File: src/design/sccr_pkg.sv
// Shared types and command codes for the sector cache clock replacement core.
package sccr_pkg;

  localparam logic [1:0] CMD_READ  = 2'd0;
  localparam logic [1:0] CMD_WRITE = 2'd1;
  localparam logic [1:0] CMD_SYNC  = 2'd2;
  localparam logic [1:0] CMD_NONE  = 2'd3;

  typedef struct packed {
    logic [1:0]  command;
    logic [31:0] sector;
  } cmd_t;

  typedef struct packed {
    logic [5:0]  slot;
    logic        hit;
    logic        fill;
    logic        writeback;
    logic [31:0] writeback_sector;
    logic        last;
  } res_t;

  typedef struct packed {
    logic valid;
    logic accessed;
    logic dirty;
  } flags_t;

endpackage

File: src/design/sector_cache_clock_replacement_core.sv
// Top level: ring of slot cells plus the access, sweep and sync sequencer.
// Sequence: an access searches the whole ring, then rotates to its slot (or, on a
//   full cache, runs a clock sweep from the hand) and then brings the ring home.
// Sync passes every slot by the head; results stream out as dirty slots pass the head.
// One item at a time (busy high while working); results cannot be stalled.
// Reset (rst, synchronous) clears all valid, accessed and dirty marks and the hand.
module sector_cache_clock_replacement_core import sccr_pkg::*; #(
  parameter int SLOT_COUNT  = 64,
  parameter int SECTOR_BITS = 32
) (
  input  logic clk,
  input  logic rst,
  input  logic start,
  input  cmd_t cmd,
  output logic busy,
  output logic res_valid,
  output res_t res
);

  localparam int IW = (SLOT_COUNT > 1) ? $clog2(SLOT_COUNT) : 1;
  localparam logic [IW-1:0] LAST_IDX = IW'(SLOT_COUNT - 1);

  typedef enum logic [2:0] {
    S_IDLE, S_SEARCH, S_APPLY, S_SWEEP, S_UNWIND, S_SYNC, S_FLUSH
  } state_t;

  state_t state;

  // Ring: cell 0 is the head, the sequencer looks only there. A shift moves
  // every cell down by one and feeds the (possibly updated) head into the tail.
  logic [SECTOR_BITS-1:0] c_tag [SLOT_COUNT];
  flags_t                 c_flg [SLOT_COUNT];
  logic                   shift;
  logic [SECTOR_BITS-1:0] tail_tag;
  flags_t                 tail_flg;

  for (genvar i = 0; i < SLOT_COUNT; i++) begin : g_cell
    logic [SECTOR_BITS-1:0] t_in;
    flags_t                 f_in;
    if (i == SLOT_COUNT - 1) begin : g_tail
      assign t_in = tail_tag;
      assign f_in = tail_flg;
    end else begin : g_mid
      assign t_in = c_tag[i+1];
      assign f_in = c_flg[i+1];
    end
    sccr_cell #(.SECTOR_BITS(SECTOR_BITS)) u_cell (
      .clk    (clk),
      .rst    (rst),
      .shift  (shift),
      .tag_in (t_in),
      .flg_in (f_in),
      .tag    (c_tag[i]),
      .flg    (c_flg[i])
    );
  end

  logic [SECTOR_BITS-1:0] head_tag;
  flags_t                 head_flg;
  assign head_tag = c_tag[0];
  assign head_flg = c_flg[0];

  // Sequencer registers
  logic [IW-1:0]          rot;      // slot index now sitting at the head
  logic [IW-1:0]          hand;
  logic [IW-1:0]          target;
  logic                   is_write;
  logic [SECTOR_BITS-1:0] sec;
  logic                   found;
  logic                   have_free;
  logic [IW-1:0]          hit_slot;
  logic [IW-1:0]          free_slot;
  logic                   pend_valid;
  logic [IW-1:0]          pend_slot;
  logic [SECTOR_BITS-1:0] pend_tag;

  logic [IW-1:0] rot_inc, hand_inc;
  assign rot_inc  = (rot == LAST_IDX) ? '0 : rot + 1'b1;
  assign hand_inc = (hand == LAST_IDX) ? '0 : hand + 1'b1;

  // Width adaption of the external fields
  logic [SECTOR_BITS+31:0] sec_wide;
  logic [SECTOR_BITS-1:0]  sec_in;
  assign sec_wide = {{SECTOR_BITS{1'b0}}, cmd.sector};
  assign sec_in   = sec_wide[SECTOR_BITS-1:0];

  logic [IW+5:0] slot_wide;
  logic [SECTOR_BITS+31:0] wbs_wide;
  logic [IW-1:0] emit_idx;
  logic [SECTOR_BITS-1:0] emit_tag;

  // Search bookkeeping including the current head
  logic          head_hit;
  logic          found_c, free_c;
  logic [IW-1:0] hit_c, free_slot_c;
  always_comb begin
    head_hit    = head_flg.valid && (head_tag == sec);
    found_c     = found;
    hit_c       = hit_slot;
    free_c      = have_free;
    free_slot_c = free_slot;
    if (head_hit) begin
      found_c = 1'b1;
      hit_c   = rot;
    end
    if (!head_flg.valid && !have_free) begin
      free_c      = 1'b1;
      free_slot_c = rot;
    end
  end

  // Head update and result generation
  logic emit;
  logic emit_hit, emit_fill, emit_wb, emit_last;
  always_comb begin
    shift     = 1'b0;
    tail_tag  = head_tag;
    tail_flg  = head_flg;
    emit      = 1'b0;
    emit_idx  = rot;
    emit_tag  = '0;
    emit_hit  = 1'b0;
    emit_fill = 1'b0;
    emit_wb   = 1'b0;
    emit_last = 1'b1;
    case (state)
      S_SEARCH: shift = 1'b1;
      S_APPLY: begin
        shift = 1'b1;
        if (rot == target) begin
          emit = 1'b1;
          if (found) begin
            tail_flg.accessed = 1'b1;
            tail_flg.dirty    = head_flg.dirty | is_write;
            emit_hit          = 1'b1;
          end else begin
            tail_tag  = sec;
            tail_flg  = '{valid: 1'b1, accessed: 1'b1, dirty: is_write};
            emit_fill = 1'b1;
          end
        end
      end
      S_SWEEP: begin
        shift = 1'b1;
        if (rot == hand) begin
          if (head_flg.accessed) begin
            tail_flg.accessed = 1'b0;   // second chance
          end else begin
            emit      = 1'b1;
            emit_fill = 1'b1;
            emit_wb   = head_flg.dirty;
            emit_tag  = head_flg.dirty ? head_tag : '0;
            tail_tag  = sec;
            tail_flg  = '{valid: 1'b1, accessed: 1'b1, dirty: is_write};
          end
        end
      end
      S_UNWIND: shift = (rot != '0);
      S_SYNC: begin
        shift          = 1'b1;
        tail_flg.dirty = 1'b0;
        if (head_flg.dirty && pend_valid) begin
          emit      = 1'b1;
          emit_idx  = pend_slot;
          emit_tag  = pend_tag;
          emit_wb   = 1'b1;
          emit_last = 1'b0;
        end
      end
      S_FLUSH: begin
        if (pend_valid) begin
          emit     = 1'b1;
          emit_idx = pend_slot;
          emit_tag = pend_tag;
          emit_wb  = 1'b1;
        end
      end
      default: shift = 1'b0;
    endcase
  end

  assign slot_wide = {6'b0, emit_idx};
  assign wbs_wide  = {32'b0, emit_tag};

  always_ff @(posedge clk) begin
    if (rst) begin
      state      <= S_IDLE;
      rot        <= '0;
      hand       <= '0;
      found      <= 1'b0;
      have_free  <= 1'b0;
      pend_valid <= 1'b0;
      res_valid  <= 1'b0;
    end else begin
      res_valid <= emit;
      if (emit) begin
        res.slot             <= slot_wide[5:0];
        res.hit              <= emit_hit;
        res.fill             <= emit_fill;
        res.writeback        <= emit_wb;
        res.writeback_sector <= wbs_wide[31:0];
        res.last             <= emit_last;
      end
      case (state)
        S_IDLE: begin
          if (start) begin
            sec        <= sec_in;
            is_write   <= (cmd.command == CMD_WRITE);
            found      <= 1'b0;
            have_free  <= 1'b0;
            pend_valid <= 1'b0;
            case (cmd.command)
              CMD_READ, CMD_WRITE: state <= S_SEARCH;
              CMD_SYNC:            state <= S_SYNC;
              default:             state <= S_IDLE;
            endcase
          end
        end
        S_SEARCH: begin
          rot       <= rot_inc;
          found     <= found_c;
          hit_slot  <= hit_c;
          have_free <= free_c;
          free_slot <= free_slot_c;
          if (rot == LAST_IDX) begin
            if (found_c) begin
              target <= hit_c;
              state  <= S_APPLY;
            end else if (free_c) begin
              target <= free_slot_c;
              state  <= S_APPLY;
            end else begin
              state <= S_SWEEP;
            end
          end
        end
        S_APPLY: begin
          rot <= rot_inc;
          if (rot == target) state <= S_UNWIND;
        end
        S_SWEEP: begin
          rot <= rot_inc;
          if (rot == hand) begin
            if (head_flg.accessed) hand <= hand_inc;
            else state <= S_UNWIND;   // hand stays on the victim
          end
        end
        S_UNWIND: begin
          if (rot != '0) rot <= rot_inc;
          else state <= S_IDLE;
        end
        S_SYNC: begin
          rot <= rot_inc;
          if (head_flg.dirty) begin
            pend_valid <= 1'b1;
            pend_slot  <= rot;
            pend_tag   <= head_tag;
          end
          if (rot == LAST_IDX) state <= S_FLUSH;
        end
        S_FLUSH: begin
          pend_valid <= 1'b0;
          state      <= S_IDLE;
        end
        default: state <= S_IDLE;
      endcase
    end
  end

  assign busy = (state != S_IDLE);

  // Ring is always home when idle
  a_home: assert property (@(posedge clk) disable iff (rst)
    (state == S_IDLE) |-> (rot == '0))
    else $error("ring not home while idle");

  // An access transfer always starts work
  a_start: assert property (@(posedge clk) disable iff (rst)
    (start && !busy && (cmd.command == CMD_READ || cmd.command == CMD_WRITE)) |=> busy)
    else $error("access not taken");

  // Hit and fill are exclusive
  a_hitfill: assert property (@(posedge clk) disable iff (rst)
    res_valid |-> !(res.hit && res.fill))
    else $error("hit and fill together");

  // No write-back sector without write-back
  a_wbs: assert property (@(posedge clk) disable iff (rst)
    (res_valid && !res.writeback) |-> (res.writeback_sector == '0))
    else $error("stray write-back sector");

endmodule

File: src/design/sccr_cell.sv
// One slot cell of the rotating tag ring.
module sccr_cell import sccr_pkg::*; #(
  parameter int SECTOR_BITS = 32
) (
  input  logic                   clk,
  input  logic                   rst,
  input  logic                   shift,
  input  logic [SECTOR_BITS-1:0] tag_in,
  input  flags_t                 flg_in,
  output logic [SECTOR_BITS-1:0] tag,
  output flags_t                 flg
);

  always_ff @(posedge clk) begin
    if (shift) begin
      tag <= tag_in;
    end
  end

  always_ff @(posedge clk) begin
    if (rst) begin
      flg <= '0;
    end else if (shift) begin
      flg <= flg_in;
    end
  end

endmodule
File: config.mk
export PLATFORM = sky130hd
export DESIGN_NAME = sector_cache_clock_replacement_core
export DESIGN_NICKNAME = d
export VERILOG_FILES = /design/src/design/sccr_pkg.sv /design/src/design/sector_cache_clock_replacement_core.sv /design/src/design/sccr_cell.sv
export SDC_FILE = /design/constraint.sdc
export NUM_CORES = 2
export LEC_CHECK = 0
export ABC_AREA = 1
export BUFFER_PORTS_ARGS = -buffer_cell sky130_fd_sc_hd__buf_2
export CORE_MARGIN = 2
export CORE_UTILIZATION = 56
export DETAILED_ROUTE_END_ITERATION = 6
export HOLD_SLACK_MARGIN = 0.05
export PLACE_DENSITY = 0.75
export SLEW_MARGIN = 20
export SYNTH_ARGS = -nofsm -noshare
export SYNTH_HDL_FRONTEND = slang
export SYNTH_SLANG_ARGS = --single-unit
File: constraint.sdc
create_clock -name clk -period 24.7 [get_ports clk]
set_input_delay 3.705 -clock clk [delete_from_list [all_inputs] [get_ports clk]]
set_output_delay 3.705 -clock clk [all_outputs]
set_load 0.02 [all_outputs]
==> impl_results.md <==
- CTS buffer count: around 210
- Gpl congestion: 0.807
- Num rows: roughly 130
- Post-Route WL: 121000 µm
- Grt met1 use: roughly 27%
- Max-Cap Viols: 0
- Synth area leaders: edfxtp_1 (87%), dfxtp_1 (5.6%), nor2_1 (2.1%)
- Die Ht: roughly 370 µm
- Layout overhead on the synthesized area: 12.5%
- Clock tree buffer depth: 3
- Power Total: around 12 mW
- Leakage power: between 20 and 30 nW
- Netlist Area Pre-Place: roughly 75000 µm²
- Slew @ Worst Pin: 1200 ps
- Setup violators final: 0
- # port buffers: 80
- Fin crit share: between 20 and 30%
- Rel. slew slack: between 20 and 25%
- Fin Clk Skew: roughly 45 ps
- Hold_sp: g_cell[29].u_cell.tag[3]
- Synth top cells by count: edfxtp_1 (2179), nor2_1 (429), o21ai_0 (266)
- Busiest layer in global routing: met1
- Crit Path Max Fanout: around 190
- Syn Nets: about 3600
- Initial antenna violation count: 10
- Clock root cell: clkbuf_16
- Shortest period the worst path allows: 6920 ps
- Synth area leader: edfxtp_1
- CTS clk-pin slew, worst paths: roughly 70 ps
- Crit path launch: state[1]
- Global route overflow: 0
- Hpwl dp: around 55000 µm
- IO Pins: between 80 and 90
- RSZ-0062 raised after global routing: false
- Final net count: approximately 3800
- # fillers: between 8000 and 9000
- CP required: about 25000 ps
- Core box area: 133000 µm²
- Post-route ant nets: 0
- FMAX: ~140 MHz
- Maximum vdd drop: between 0.00015 and 0.0002 V
- CTS tree: done
- Fraction of layout cells with a size suffix above 1: 11.2%
- WL/cell: approximately 21 µm
- Synth top area share: between 80% and 90%
- Initial Util: between 50% and 60%
- Setup WS pre-CTS: ~18000 ps
- Worst-path cell chain: inv_2, nor2_4, inv_2, nand3_4, buf_4, buf_6, buf_12, buf_12, buf_4
- CP Capture Type: flop
- Vias: slightly above 30000
- Worst-Skew Late Latency: roughly 840 ps
- Starting DRT DRC Count: 4286
- Most frequent cell after synthesis: edfxtp_1
- Syn Inst Count: 3557
- Final WS setup: between 15000 and 20000 ps
- Met3 Track Usage GR: 4.14%
- Drt via density: roughly 5.4
- Largest net degree at the start of global routing: around 230
- PwrDens: 141 nW/µm²
- Post-synth ARST share: 0%
- # H-tree levels: 4
- DRC Markers: 0
- Post-CTS setup buffer count: 0
- R2r startpoint: state[1]
- Post-CTS Hold Buffers: 0
- Die ar.: roughly 140000 µm²
- Pre-antenna DRT Iters: 6
- Setup TNS: 0 ps
- Crit Path Category: flop to flop
- Final Hold Viols: 0
- Unique masters post-synth: 35
- Arrival time at the worst endpoint: 7360 ps
- Slowest stage delay, CP: 950 ps
- Post-synthesis average cell area: roughly 21 µm²
- Synth Flop Type: edfxtp_1
- CP Launch Type: flop
- Clock sink count: 2390
- Number of flops mapped to enable cells by yosys: ~2200
- Hold/Removal Path Class: flop to flop
- Die Span X: 370 µm
- Slowest-stage cell, CP: buf_4
- PostCTS Resize Cnt: 0
- GR Layer Usage met2: around a quarter
- GR Util All Layers: between 10% and 20%
- Vias in the first global route: between 20000 and 30000
- Syn. warnings: 0
- Outcome: finished clean
- Final Max Tran Viols: 0
- Seq/Total Area, Yosys: 92.9%
- First-pass GRT wire length: ~180000 µm
- Synthesized flop and latch total: about 2400
-- critical path: cells and delay by family, from the launching register on --
kind	cells	cell delay, ps
buf+inv	7	4150
flops	1	380
simple gates	2	1510
-- per-stage QoR --
stage	utilization, %	std cells	hold WS (ps)	area [µm²]
2_1_floorplan	-	3557	400	75000
3_3_place_gp	58.2	5339	400	77500
3_5_place_dp	58.2	5339	405	77500
4_1_cts	63.3	5721	390	84300
5_1_grt	63.4	5723	392	84400
6_report	63.4	5727	390	84400
-- final cells by class --
class	instances	area, µm²	share of cell area (%)
timing repair buffer	105	729	0.864
clock inverter	118	1350	1.59
clock buffer	264	5480	6.49
multi-input combinational	981	4590	5.44
antenna	4	10.0	0.0119
inverter	97	369	0.437
tap	1768	2210	2.62
sequential	2390	69700	82.5
-- cell usage in the layout (no fill, tap or decap), types with 6 or more instances in the layout --
cell type   netlist  routed
nand4_1           8       8
nor2_1          429     427
o21ai_0         266     266
buf_12            0       6
o21ai_2          21      20
buf_4            11      10
clkinv_2          1      39
o21ai_1           8       8
nand3_1          58      56
bufinv_16         0      21
nor3_1            8       8
inv_1            89      88
clkinvlp_4        0       7
a21oi_1          24      24
clkbuf_1         52      50
xnor2_1          10      10
clkbuf_8          0       6
clkbuf_16         0     208
buf_6             7       7
dfxtp_1         211     211
nor2_4            3       6
inv_2             7       6
xor2_1           14      14
buf_2            19      80
nand2_1         106     106
clkinv_16         0       6
clkinv_1          0      38
edfxtp_1       2179    2179
-- cells by family after synthesis --
group	after synthesis	synth area share (%)
compound gates	332	2.36
xor+xnor	24	0.280
fa+ha+maj	4	0.0667
buf+inv	186	1.09
flops	2390	92.9
simple gates	621	3.33
-- where the power goes --
group | total [mW] | internal [mW] | switching, mW
registers | 7.14 | 6.68 | 0.468
logic | 1.53 | 0.214 | 1.32
clock network | 3.25 | 1.80 | 1.45
-- final timing paths --
path	to	slack (ps)	cells past startpoint
worst max-delay path	g_cell[58].u_cell.tag[2]	17780	9
worst min-delay path	g_cell[28].u_cell.tag[3]	390	0
worst max register to register	g_cell[58].u_cell.tag[2]	17780	9
worst min register to register	g_cell[28].u_cell.tag[3]	390	0
-- state kept, by name, indices dropped and copies added (netlist names), 3 cells and up --
name               cells
pend_tag              32
g_cell.u_cell.tag   2048
sec                   32
hand                   6
g_cell.u_cell.flg    192
state                  3
hit_slot               6
free_slot              6
pend_slot              6
res                   42
target                 6
rot                    6
-- per-layer routing --
metal	up-vias	part of all wire, %
met3	209	8.5
met4	8	1.9
met2	1222	46
met1	15400	44
met5	-	0.047
li1	13800	-
No activity file was read; power rests on OpenSTA's default activity.
